File: config.mk
export PLATFORM = sky130hd
export DESIGN_NAME = ultrasonic_frame_trimmed_mean_top_flat
export DESIGN_NICKNAME = d
export VERILOG_FILES = /design/src/rtl/ufm_pkg.sv /design/src/rtl/ufm_if.sv /design/src/rtl/ufm_cell.sv /design/src/rtl/ufm_mean.sv /design/src/rtl/ultrasonic_frame_trimmed_mean_top.sv /design/src/flat_wrapper.sv
export SDC_FILE = /design/constraint.sdc
export NUM_CORES = 1
export LEC_CHECK = 0
export BUFFER_PORTS_ARGS = -buffer_cell sky130_fd_sc_hd__buf_2
export CORE_MARGIN = 2
export CORE_UTILIZATION = 57
export DETAILED_ROUTE_END_ITERATION = 16
export PLACE_DENSITY_LB_ADDON = 0.05
export SLEW_MARGIN = 20
export SYNTH_ARGS = -nofsm -noshare
export SYNTH_HDL_FRONTEND = slang
export SYNTH_SLANG_ARGS = --single-unit
File: constraint.sdc
create_clock -name clk -period 5.4 [get_ports clk]
set_clock_uncertainty 0.1 [all_clocks]
set_input_delay 0.54 -clock clk [delete_from_list [all_inputs] [get_ports clk]]
set_output_delay 0.54 -clock clk [all_outputs]
set_load 0.005 [all_outputs]
File: src/rtl/ufm_pkg.sv
// ----------------------------------------------------------------------------
// ufm_pkg
// Shared types and constants for the ultrasonic frame trimmed-mean block.
// ----------------------------------------------------------------------------
package ufm_pkg;

    localparam int DIST_W         = 16;
    localparam int TICK_W         = 32;
    localparam int BYTE_W         = 8;
    localparam int EVENT_W        = 2;
    localparam int CFG_IDX_W      = 2;
    localparam int CFG_DATA_W     = 32;
    localparam int RING_DEPTH_DEF = 5;

    localparam logic [BYTE_W-1:0] HEADER_BYTE = 8'hFF;

    // Configuration register indexes.
    localparam logic [CFG_IDX_W-1:0] REG_MIN_DIST = 2'd0;
    localparam logic [CFG_IDX_W-1:0] REG_MAX_DIST = 2'd1;
    localparam logic [CFG_IDX_W-1:0] REG_TIMEOUT  = 2'd2;

    localparam logic [DIST_W-1:0] MIN_DIST_RST = 16'd280;
    localparam logic [DIST_W-1:0] MAX_DIST_RST = 16'd2500;
    localparam logic [TICK_W-1:0] TIMEOUT_RST  = 32'd10000;

    // Frame event codes.
    localparam logic [EVENT_W-1:0] EV_NONE   = 2'd0;
    localparam logic [EVENT_W-1:0] EV_VALID  = 2'd1;
    localparam logic [EVENT_W-1:0] EV_BADSUM = 2'd2;
    localparam logic [EVENT_W-1:0] EV_RANGE  = 2'd3;

    // Input item kinds.
    localparam logic KIND_BYTE = 1'b0;
    localparam logic KIND_TICK = 1'b1;

    // Controls from the sequencer to the mean unit.
    typedef struct packed {
        logic first;
        logic acc;
        logic trim;
        logic mult;
    } mean_ctrl_t;

endpackage

File: src/rtl/ufm_if.sv
// ----------------------------------------------------------------------------
// ufm_if
// Valid/ready channel interfaces for input items and result items.
// ----------------------------------------------------------------------------
interface ufm_item_if import ufm_pkg::*; ();
    logic              valid;
    logic              ready;
    logic              kind;
    logic [BYTE_W-1:0] rx_byte;

    modport source (output valid, kind, rx_byte, input ready);
    modport sink   (input valid, kind, rx_byte, output ready);
endinterface

interface ufm_result_if import ufm_pkg::*; ();
    logic               valid;
    logic               ready;
    logic [DIST_W-1:0]  filtered_mm;
    logic               status_ok;
    logic [EVENT_W-1:0] frame_event;
    logic [DIST_W-1:0]  frame_mm;

    modport source (output valid, filtered_mm, status_ok, frame_event, frame_mm, input ready);
    modport sink   (input valid, filtered_mm, status_ok, frame_event, frame_mm, output ready);
endinterface

File: src/rtl/ufm_cell.sv
// ----------------------------------------------------------------------------
// ufm_cell
// One sample cell of the ring; loads its neighbor's value when enabled.
// ----------------------------------------------------------------------------
module ufm_cell import ufm_pkg::*;
(
    input  logic              clk,
    input  logic              en,
    input  logic [DIST_W-1:0] d,
    output logic [DIST_W-1:0] q
);

    logic [DIST_W-1:0] sample_reg;

    always_ff @(posedge clk)
    begin
        if (en)
        begin
            sample_reg <= d;
        end
    end

    assign q = sample_reg;

endmodule

File: src/rtl/ufm_mean.sv
// ----------------------------------------------------------------------------
// ufm_mean
// Accumulates sum, minimum and maximum of the samples streamed out of the
// ring, then divides the trimmed sum by a reciprocal multiplication.
// ----------------------------------------------------------------------------
module ufm_mean import ufm_pkg::*;
#(
    parameter int RING_DEPTH = RING_DEPTH_DEF
)
(
    input  logic              clk,
    input  mean_ctrl_t        ctrl,
    input  logic [DIST_W-1:0] sample,
    output logic [DIST_W-1:0] quotient
);

    localparam int SUM_W   = DIST_W + $clog2(RING_DEPTH + 1);
    localparam int DIVISOR = RING_DEPTH - 2;
    localparam int SHIFT   = SUM_W + $clog2(DIVISOR);
    localparam int RECIP_W = SHIFT + 1;
    localparam int PROD_W  = SUM_W + RECIP_W;
    // ceil(2^SHIFT / DIVISOR) gives an exact quotient for every sum below 2^SUM_W.
    localparam logic [RECIP_W-1:0] RECIP =
        RECIP_W'(((64'd1 << SHIFT) + 64'(DIVISOR) - 64'd1) / 64'(DIVISOR));

    logic [SUM_W-1:0]  sum_reg;
    logic [DIST_W-1:0] lo_reg;
    logic [DIST_W-1:0] hi_reg;
    logic [SUM_W-1:0]  trim_reg;
    logic [PROD_W-1:0] prod_reg;

    always_ff @(posedge clk)
    begin
        if (ctrl.acc)
        begin
            if (ctrl.first)
            begin
                sum_reg <= SUM_W'(sample);
                lo_reg  <= sample;
                hi_reg  <= sample;
            end
            else
            begin
                sum_reg <= sum_reg + SUM_W'(sample);
                if (sample < lo_reg)
                begin
                    lo_reg <= sample;
                end
                if (sample > hi_reg)
                begin
                    hi_reg <= sample;
                end
            end
        end
        if (ctrl.trim)
        begin
            trim_reg <= sum_reg - SUM_W'(lo_reg) - SUM_W'(hi_reg);
        end
        if (ctrl.mult)
        begin
            prod_reg <= PROD_W'(trim_reg) * PROD_W'(RECIP);
        end
    end

    assign quotient = prod_reg[SHIFT +: DIST_W];

endmodule

File: src/rtl/ultrasonic_frame_trimmed_mean_top.sv
// ----------------------------------------------------------------------------
// ultrasonic_frame_trimmed_mean_top
// Frame parser, tick counter and trimmed-mean filter over a ring of cells.
// ----------------------------------------------------------------------------
//  channel   role    handshake     payload
//  item      sink    valid/ready   kind, rx_byte
//  result    source  valid/ready   filtered_mm, status_ok, frame_event, frame_mm
//  cfg       write   cfg_we        cfg_index, cfg_data
//
//  An item passes the idle, evaluate and done states; once the ring is full and
//  no timeout is pending, the walk of the sample ring through the mean unit
//  (one cell per cycle) plus trim, multiply and latch lies between evaluate and done.
//  Reset is asynchronous and active low; no clearing pass is needed.
//  A new item is taken while the previous result still waits in the output
//  register; the finished result holds until the output register is free.
// ----------------------------------------------------------------------------
module ultrasonic_frame_trimmed_mean_top import ufm_pkg::*;
#(
    parameter int RING_DEPTH = RING_DEPTH_DEF
)
(
    input  logic                  clk,
    input  logic                  rst_n,
    input  logic                  cfg_we,
    input  logic [CFG_IDX_W-1:0]  cfg_index,
    input  logic [CFG_DATA_W-1:0] cfg_data,
    ufm_item_if.sink              item,
    ufm_result_if.source          result
);

    localparam int FILL_W = $clog2(RING_DEPTH + 1);
    localparam int ROT_W  = $clog2(RING_DEPTH);

    localparam logic [1:0] PH_WAIT = 2'd0;
    localparam logic [1:0] PH_HIGH = 2'd1;
    localparam logic [1:0] PH_LOW  = 2'd2;
    localparam logic [1:0] PH_SUM  = 2'd3;

    localparam logic [2:0] S_IDLE   = 3'd0;
    localparam logic [2:0] S_EVAL   = 3'd1;
    localparam logic [2:0] S_ROTATE = 3'd2;
    localparam logic [2:0] S_TRIM   = 3'd3;
    localparam logic [2:0] S_MULT   = 3'd4;
    localparam logic [2:0] S_LATCH  = 3'd5;
    localparam logic [2:0] S_DONE   = 3'd6;

    logic [DIST_W-1:0]  min_reg;
    logic [DIST_W-1:0]  max_reg;
    logic [TICK_W-1:0]  timeout_reg;

    logic [2:0]         state_reg;
    logic [2:0]         state_next;
    logic [1:0]         phase_reg;
    logic [BYTE_W-1:0]  high_reg;
    logic [BYTE_W-1:0]  low_reg;
    logic [TICK_W-1:0]  ticks_reg;
    logic [FILL_W-1:0]  fill_reg;
    logic [ROT_W-1:0]   rot_reg;
    logic [DIST_W-1:0]  held_dist_reg;
    logic               held_ok_reg;
    logic [EVENT_W-1:0] event_reg;
    logic [DIST_W-1:0]  fmm_reg;

    logic               out_valid_reg;
    logic [DIST_W-1:0]  out_dist_reg;
    logic               out_ok_reg;
    logic [EVENT_W-1:0] out_event_reg;
    logic [DIST_W-1:0]  out_fmm_reg;

    logic               accept;
    logic               is_byte;
    logic [BYTE_W-1:0]  csum;
    logic [DIST_W-1:0]  frame_dist;
    logic               frame_end;
    logic               sum_good;
    logic               in_range;
    logic               push;
    logic               rotating;
    logic               out_free;
    mean_ctrl_t         mctrl;
    logic [DIST_W-1:0]  quotient;
    logic [DIST_W-1:0]  cell_q [RING_DEPTH];

    assign accept     = item.valid && item.ready;
    assign is_byte    = (item.kind == KIND_BYTE);
    assign csum       = HEADER_BYTE + high_reg + low_reg;
    assign frame_dist = {high_reg, low_reg};
    assign frame_end  = accept && is_byte && (phase_reg == PH_SUM);
    assign sum_good   = (csum == item.rx_byte);
    assign in_range   = !(frame_dist < min_reg) && !(frame_dist > max_reg);
    assign push       = frame_end && sum_good && in_range;
    assign rotating   = (state_reg == S_ROTATE);
    assign out_free   = !out_valid_reg || result.ready;

    assign item.ready = (state_reg == S_IDLE);

    // Sample ring: a push shifts a new sample in at the front and drops the
    // oldest; a walk rotates the ring once around past the mean unit.
    for (genvar i = 0; i < RING_DEPTH; i++)
    begin : g_ring
        logic [DIST_W-1:0] d;
        if (i == 0)
        begin : g_head
            assign d = push ? frame_dist : cell_q[RING_DEPTH-1];
        end
        else
        begin : g_body
            assign d = cell_q[i-1];
        end
        ufm_cell u_cell
        (
            .clk (clk),
            .en  (push || rotating),
            .d   (d),
            .q   (cell_q[i])
        );
    end

    assign mctrl.first = (rot_reg == '0);
    assign mctrl.acc   = rotating;
    assign mctrl.trim  = (state_reg == S_TRIM);
    assign mctrl.mult  = (state_reg == S_MULT);

    ufm_mean #(.RING_DEPTH(RING_DEPTH)) u_mean
    (
        .clk      (clk),
        .ctrl     (mctrl),
        .sample   (cell_q[RING_DEPTH-1]),
        .quotient (quotient)
    );

    always_comb
    begin
        state_next = state_reg;
        unique case (state_reg)
            S_IDLE:
            begin
                if (accept)
                begin
                    state_next = S_EVAL;
                end
            end
            S_EVAL:
            begin
                if (ticks_reg > timeout_reg)
                begin
                    state_next = S_DONE;
                end
                else if (fill_reg == FILL_W'(RING_DEPTH))
                begin
                    state_next = S_ROTATE;
                end
                else
                begin
                    state_next = S_DONE;
                end
            end
            S_ROTATE:
            begin
                if (rot_reg == ROT_W'(RING_DEPTH - 1))
                begin
                    state_next = S_TRIM;
                end
            end
            S_TRIM:  state_next = S_MULT;
            S_MULT:  state_next = S_LATCH;
            S_LATCH: state_next = S_DONE;
            S_DONE:
            begin
                if (out_free)
                begin
                    state_next = S_IDLE;
                end
            end
            default: state_next = S_IDLE;
        endcase
    end

    always_ff @(posedge clk or negedge rst_n)
    begin
        if (!rst_n)
        begin
            min_reg       <= MIN_DIST_RST;
            max_reg       <= MAX_DIST_RST;
            timeout_reg   <= TIMEOUT_RST;
            state_reg     <= S_IDLE;
            phase_reg     <= PH_WAIT;
            high_reg      <= '0;
            low_reg       <= '0;
            ticks_reg     <= '0;
            fill_reg      <= '0;
            rot_reg       <= '0;
            held_dist_reg <= '0;
            held_ok_reg   <= 1'b0;
            event_reg     <= EV_NONE;
            fmm_reg       <= '0;
            out_valid_reg <= 1'b0;
            out_dist_reg  <= '0;
            out_ok_reg    <= 1'b0;
            out_event_reg <= EV_NONE;
            out_fmm_reg   <= '0;
        end
        else
        begin
            state_reg <= state_next;

            if (cfg_we)
            begin
                unique case (cfg_index)
                    REG_MIN_DIST: min_reg     <= cfg_data[DIST_W-1:0];
                    REG_MAX_DIST: max_reg     <= cfg_data[DIST_W-1:0];
                    REG_TIMEOUT:  timeout_reg <= cfg_data[TICK_W-1:0];
                    default:      ;
                endcase
            end

            if (accept)
            begin
                fmm_reg <= frame_end ? frame_dist : '0;
                if (!frame_end)
                begin
                    event_reg <= EV_NONE;
                end
                else if (!sum_good)
                begin
                    event_reg <= EV_BADSUM;
                end
                else if (!in_range)
                begin
                    event_reg <= EV_RANGE;
                end
                else
                begin
                    event_reg <= EV_VALID;
                end

                if (!is_byte)
                begin
                    if (ticks_reg != '1)
                    begin
                        ticks_reg <= ticks_reg + TICK_W'(1);
                    end
                end
                else
                begin
                    unique case (phase_reg)
                        PH_WAIT:
                        begin
                            if (item.rx_byte == HEADER_BYTE)
                            begin
                                phase_reg <= PH_HIGH;
                            end
                        end
                        PH_HIGH:
                        begin
                            high_reg  <= item.rx_byte;
                            phase_reg <= PH_LOW;
                        end
                        PH_LOW:
                        begin
                            low_reg   <= item.rx_byte;
                            phase_reg <= PH_SUM;
                        end
                        default:
                        begin
                            phase_reg <= PH_WAIT;
                            if (push)
                            begin
                                ticks_reg <= '0;
                                if (fill_reg != FILL_W'(RING_DEPTH))
                                begin
                                    fill_reg <= fill_reg + FILL_W'(1);
                                end
                            end
                        end
                    endcase
                end
            end

            if ((state_reg == S_EVAL) && (ticks_reg > timeout_reg))
            begin
                held_ok_reg   <= 1'b0;
                held_dist_reg <= '0;
            end

            if (rotating)
            begin
                rot_reg <= (rot_reg == ROT_W'(RING_DEPTH - 1)) ? '0 : rot_reg + ROT_W'(1);
            end

            if (state_reg == S_LATCH)
            begin
                held_ok_reg   <= 1'b1;
                held_dist_reg <= quotient;
            end

            if ((state_reg == S_DONE) && out_free)
            begin
                out_valid_reg <= 1'b1;
                out_dist_reg  <= held_dist_reg;
                out_ok_reg    <= held_ok_reg;
                out_event_reg <= event_reg;
                out_fmm_reg   <= fmm_reg;
            end
            else if (result.ready)
            begin
                out_valid_reg <= 1'b0;
            end
        end
    end

    assign result.valid       = out_valid_reg;
    assign result.filtered_mm = out_dist_reg;
    assign result.status_ok   = out_ok_reg;
    assign result.frame_event = out_event_reg;
    assign result.frame_mm    = out_fmm_reg;

    // A fault result always carries a zero distance.
    a_fault_zero: assert property (@(posedge clk) disable iff (!rst_n)
        (result.valid && !result.status_ok) |-> (result.filtered_mm == '0))
        else $error("fault result with nonzero distance");

    // Only a completed frame reports a distance.
    a_event_mm: assert property (@(posedge clk) disable iff (!rst_n)
        (result.valid && (result.frame_event == EV_NONE)) |-> (result.frame_mm == '0))
        else $error("frame distance without a frame event");

    // The fill count never passes the ring depth.
    a_fill_bound: assert property (@(posedge clk) disable iff (!rst_n)
        fill_reg <= FILL_W'(RING_DEPTH))
        else $error("fill count beyond ring depth");

    // A walk of the ring starts only with a full ring.
    a_walk_full: assert property (@(posedge clk) disable iff (!rst_n)
        $rose(rotating) |-> (fill_reg == FILL_W'(RING_DEPTH)))
        else $error("ring walk started before the ring was full");

endmodule

File: src/flat_wrapper.sv
// flat-port wrapper written by rule: the top's interface ports become plain ports
module ultrasonic_frame_trimmed_mean_top_flat import ufm_pkg::*;
#(
    parameter int RING_DEPTH = RING_DEPTH_DEF
)
  (clk, rst_n, cfg_we, cfg_index, cfg_data, item_valid, item_kind, item_rx_byte, item_ready, result_valid, result_filtered_mm, result_status_ok, result_frame_event, result_frame_mm, result_ready);
  ufm_item_if item_i ();
  ufm_result_if result_i ();
  input  logic clk;
  input  logic rst_n;
  input  logic cfg_we;
  input  logic [CFG_IDX_W-1:0] cfg_index;
  input  logic [CFG_DATA_W-1:0] cfg_data;
  input wire logic [$bits(item_i.valid)-1:0] item_valid;
  input wire logic [$bits(item_i.kind)-1:0] item_kind;
  input wire logic [$bits(item_i.rx_byte)-1:0] item_rx_byte;
  output wire logic [$bits(item_i.ready)-1:0] item_ready;
  output wire logic [$bits(result_i.valid)-1:0] result_valid;
  output wire logic [$bits(result_i.filtered_mm)-1:0] result_filtered_mm;
  output wire logic [$bits(result_i.status_ok)-1:0] result_status_ok;
  output wire logic [$bits(result_i.frame_event)-1:0] result_frame_event;
  output wire logic [$bits(result_i.frame_mm)-1:0] result_frame_mm;
  input wire logic [$bits(result_i.ready)-1:0] result_ready;
  assign item_i.valid = item_valid;
  assign item_i.kind = item_kind;
  assign item_i.rx_byte = item_rx_byte;
  assign item_ready = item_i.ready;
  assign result_valid = result_i.valid;
  assign result_filtered_mm = result_i.filtered_mm;
  assign result_status_ok = result_i.status_ok;
  assign result_frame_event = result_i.frame_event;
  assign result_frame_mm = result_i.frame_mm;
  assign result_i.ready = result_ready;
  ultrasonic_frame_trimmed_mean_top #(.RING_DEPTH(RING_DEPTH)) u_core (.clk(clk), .rst_n(rst_n), .cfg_we(cfg_we), .cfg_index(cfg_index), .cfg_data(cfg_data), .item(item_i), .result(result_i));
endmodule
**Yosys cells after proc, flatten, opt, wreduce, memory -nomap -nowiden**

Cells that the tools add are included.

- Memories kept: 0
- Word-level logic and storage cells: 132
- Register bits: 381
- Bits of input ports: 48
- Bits in latches: 0
- Output and inout bits: 37
- Bits in writable memories: 0
- ROM bits: 0

- Equal/unequal tests: 23
- Reduce and logical (&&, ||, !) cells: 34
- Multiplexer cells: 29
- Bitwise gates (word level): 2
- Shift-type cells: 0
- Div/mod/pow operators: 0
- Multiply operators: 1
- $lt $le $gt $ge: 5
- Add/sub/neg operators: 8

Operator list:

| cell | number |
|---|---|
| two-way mux 16 bit | 9 |
| two-way mux 32 bit | 4 |
| subtractor 19 x 16 -> 19 bit | 2 |
| multiplier 19 x 20 -> 37 bit, second input constant | 1 |
| adder 32 x 1 -> 32 bit, second input constant | 1 |
| greater-than comparator 16 bit | 2 |
| greater-than comparator 32 bit | 1 |
| less-than comparator 16 bit | 2 |
| != test 32 bit, second input constant | 1 |
| one-hot mux 3 bit (7 select lines) | 1 |
| adder 19 x 16 -> 19 bit | 1 |
| two-way mux 3 bit | 6 |
| equality test 3 bit, second input constant | 5 |
| AND reduction 3 bit | 4 |
| AND reduction 2 bit | 5 |
| nonzero test 2 bit | 5 |
| adder 8 bit | 1 |
| adder 8 bit, first input constant | 1 |
| equality test 8 bit | 1 |
| equality test 8 bit, second input constant | 1 |
| logical AND 1 bit | 8 |
| two-way mux 2 bit | 4 |
| != test 2 x 1 -> 1 bit, second input constant | 4 |
| adder 3 x 1 -> 3 bit, second input constant | 2 |
| 16 further kinds | 30 |

**Longest topological paths before layout**

- Word-level depth: 9
- Mapped depth: 22
- Depth with buffers taken out: 22

**Cells and area by module**

A second synthesis with hierarchy kept.

- Cell total of the unflattened synthesis: 2045
- Area total of the unflattened synthesis: 23302.3 um^2

By module, submodules not included:

| module | cells an instance | times used | seq. area each (um^2) | area an instance (um^2) |
|---|---|---|---|---|
| ultrasonic_frame_trimmed_mean_top | 976 | 1 | 4870.9 | 10463.8 |
| ufm_mean | 989 | 1 | 2582.5 | 10436.3 |
| ufm_cell | 16 | 5 | 480.5 | 480.5 |

**Least setup slack after synthesis**

Ideal clock, no wire load.

- Kind: register to register
- Start: register u_core.u_mean.trim_reg[6]
- End: register u_core.u_mean.prod_reg[36] (data pin)
- Stages on the path, launching flop included: 21
- Arrival: 5.649 ns
- Setup time: 0.158 ns
- Clock period less this slack: 5.906 ns
- Required time: 5.142 ns
- Setup slack: -0.506 ns
- Path buffers: 0
- Cell sequence: edfxtp_1 ha_1 inv_1 fa_1 fa_1 fa_1 inv_1 fa_1 inv_1 fa_1 inv_1 ha_1 a211oi_1 nor2_1 nor3_1 nor2_1 o311ai_1 a2111o_1 o211ai_1 a2111o_1 o211ai_1

- Cells in the longest elaborated chain, start to end: 1

Ends and longest elaborated chain:

| element | line | text |
|---|---|---|
| from (decl) | ufm_mean.sv:29 | `logic [SUM_W-1:0] trim_reg;` |
| from (signal assigned) | ufm_mean.sv:57 | `trim_reg <= sum_reg - SUM_W'(lo_reg) - SUM_W'(hi_reg);` |
| multiplier 19 x 20 -> 37 bit | ufm_mean.sv:61 | `prod_reg <= PROD_W'(trim_reg) * PROD_W'(RECIP);` |
| to (signal assigned) | ufm_mean.sv:61 |  |
| to (decl) | ufm_mean.sv:30 | `logic [PROD_W-1:0] prod_reg;` |

Every way passes these cells.
A chain may end at the register's enable or synchronous reset.

**Final worst setup path**

- Start: register u_core.u_mean.trim_reg[6]
- End: register u_core.u_mean.prod_reg[33] (data pin)

The elaborated chain is that of the path after synthesis.

==> impl_metrics.py <==
metrics = {
    "outcome": {
        "status": "complete, but fails checks",
        "violations": "negative hold slack, negative setup slack",
    },
    "cts": {
        "numCtsBuffers": 41,
        "cts_tree": "yes",
        "ctsHoldBuffers": 0,
        "clkSinkCount": 360,
        "cts_root_buf": "clkbuf_16",
        "htree_levels": 2,
        "clockBufferDepth": 3,
        "worstSkewPairLatency_ns": 0.55,
        "clk_pin_slew_worst_paths_ns": 0.06,
    },
    "logic_synthesis": {
        "yosysWarnings": 0,
        "yosys.area.top_type": "edfxtp_1",
        "ys_top_cells_by_area": "edfxtp_1 21%, dfrtp_1 19%, ha_1 15%",
        "yosys.area.top_type_share": 0.2143,
        "ys_types": 79,
        "avgSynthCellArea_um2": 11.19,
        "async_reset_ff_frac": 0.5389,
        "synth_edf_count": 166,
        "synth_fp_nets": 2521,
        "synth-seq-cells": 360,
        "seq_area_frac_synth": 0.4238,
        "synth_top_flop_cell": "dfrtp_1",
        "syn_inst": 2078,
        "netlist_area_um2": 23260,
    },
    "worst_setup_path": {
        "crit_fanout": 4,
        "cp.required_ns": 5.60,
        "critPathArrivalTime_ns": 6.03,
        "critPathKind": "reg2reg",
        "worst_setup_path_start_kind": "register",
        "end_kind": "register",
    },
    "detailed_routing": {
        "firstDrtPassIters": 4,
        "viasPerCell": 5.474,
        "drc": 0,
        "num_vias": 15490,
        "antenna_left": 0,
        "drt_iter0_markers": 700,
        "wl_per_cell_um": 17.16,
        "routed_wl_mm": 48.54,
    },
    "global_routing": {
        "track_usage": 0.2368,
        "grt_max_degree": 103,
        "grt_pass1_vias": 15940,
        "grt_pass1_wl_mm": 79.25,
        "grt_overflow_total": 0,
        "antenna_found_initial": 0,
    },
    "sta": {
        "fin_crit_sh": 1.080,
        "hold_violations": 9,
        "max_freq_ghz": 0.1715,
        "tightest_slew_ns": 1.052,
        "timing.hold.ws_ns": -0.02571,
        "rsz0062_at_grt": "yes",
        "slew_violations": 0,
        "finalSetupViolations": 13,
        "worst_slack_ns": -0.4311,
        "relSlewSlack": 0.2975,
        "period_needed_ns": 5.831,
    },
    "layout": {
        "largest_reg_flops": 80,
        "drive_gt1_frac": 0.1901,
        "n_antenna_cell": 0,
        "layout.nets": 2714,
        "fin_area_um2": 26640,
        "final_common_cell": "inv_1",
        "final_cell_mix": "348 x inv_1, 271 x ha_1, 181 x dfrtp_1, 166 x edfxtp_1, 144 x nand2_1",
        "area_delta_synth_final_pct": 14.54,
        "utilization": 0.6659,
    },
    "worst_hold_path": {
        "min_path_type": "in2async",
    },
    "floorplanning": {
        "die_area_um2": 42430,
        "fp.dieW_um": 206.0,
        "num_rows": 73,
        "core_um2": 40010,
        "io_pins": 85,
        "start_util": 0.5813,
        "dieHeight_um": 206.0,
    },
    "run": {
        "cap_violations": 0,
    },
    "placed_design": {
        "portBuffers": 84,
        "gp_congestion": 0.8636,
        "dpl_cell_area_um2": 24980,
        "dp_hpwl_mm": 37.22,
    },
}
==> kinds of logic after synthesis <==
family / Yosys count / share of synthesized area
AND/OR/NAND/NOR: 390 / 0.08307
XOR/XNOR: 58 / 0.02184
AO/OA/AOI/OAI: 365 / 0.1022
flip-flops: 360 / 0.4238
multiplexers: 110 / 0.05289
buffers and inverters: 400 / 0.06596
adder cells (fa/ha/maj): 395 / 0.2503
==> final timing paths <==
check	start	end	slack (ns)	cells after the start
max in group asynchronous	rst_n	u_core.held_dist_reg[1]	3.99	2
worst min-delay path	rst_n	u_core.ticks_reg[2]	-0.03	1
worst max-delay path	u_core.u_mean.trim_reg[6]	u_core.u_mean.prod_reg[33]	-0.43	21
min in group clk	cfg_data[19]	u_core.timeout_reg[19]	0.12	2
worst min register to register	u_core.g_ring[1].u_cell.q[3]	u_core.g_ring[2].u_cell.q[3]	0.32	0
worst max register to register	u_core.u_mean.trim_reg[6]	u_core.u_mean.prod_reg[33]	-0.43	21
==> critical path: stages (launching register included) <==
cell	delay [ns]
edfxtp_1	0.44
ha_4	0.30
inv_2	0.04
fa_2	0.57
fa_2	0.49
buf_6	0.14
fa_1	0.48
inv_1	0.05
fa_1	0.49
inv_1	0.05
fa_1	0.52
inv_2	0.05
ha_4	0.25
nand4_1	0.09
a211oi_2	0.28
o311ai_4	0.16
a2111o_1	0.44
buf_4	0.16
buf_6	0.12
o21ai_4	0.17
a21oi_2	0.08
xnor2_1	0.12
==> stage by stage <==
step	setup WS (ns)	instances	hold WS (ns)	TNS (ns)
after floorplan	-0.2676	2078	0.1444	-1.031
after global placement	-0.4698	2740	0.3003	-3.309
after detailed placement	-0.5929	2740	0.3045	-4.766
after CTS	-0.4437	2822	0.001325	-3.458
after global routing	-0.6756	2829	0.03478	-6.802
final	-0.4311	2829	-0.02571	-3.756
==> cell usage after synthesis, types with 4 or more instances <==
master	number
o21ai_0	81
mux2i_1	7
nand2_1	146
or2_2	7
nand2b_1	14
or3_1	5
o21ai_1	5
nor3_1	24
buf_2	8
o211ai_1	12
a221o_1	4
o41ai_1	5
and4_1	10
mux2_2	102
ha_1	278
nand4_1	22
a31oi_1	30
dfrtp_1	181
inv_1	354
and3_1	13
xnor2_1	40
nand3b_1	4
a22o_1	20
nor2_1	66
a211oi_1	10
a21o_1	47
o21a_1	14
o21bai_1	7
clkbuf_1	31
fa_1	117
xor2_1	18
nor3b_1	4
nor4_1	9
edfxtp_1	166
nand3_1	32
dfstp_2	13
a21oi_1	87
o221ai_1	4
nor2b_1	14
and2_1	4
==> area by class of cell <==
type | instances | area (µm²)
multi-input combinational | 1318 | 12120
sequential | 360 | 9856
clock buffer | 55 | 1172
fill | 3080 | 13370
tap | 525 | 656.9
clock inverter | 21 | 202.7
timing repair buffer | 196 | 1301
inverter | 354 | 1329
==> metal layers <==
layer	GRT usage	vias up	wire, µm
met4	0.08571	0	1584
met1	0.3022	7601	21330
met5	0	-	0
li1	-	7591	-
met3	0.03217	83	1390
met2	0.4130	212	24230
==> timing repair <==
action,4_1_cts,5_1_grt
setup buffers,7,7
gates resized for setup,11,28
pin swaps,29,14
endpoints found under the setup margin,15,16
hold endpoints to repair,0,0
Power is left out: the tool's default activity adds up to more than one toggle a clock period on the data nets, which glitch-free logic cannot reach.
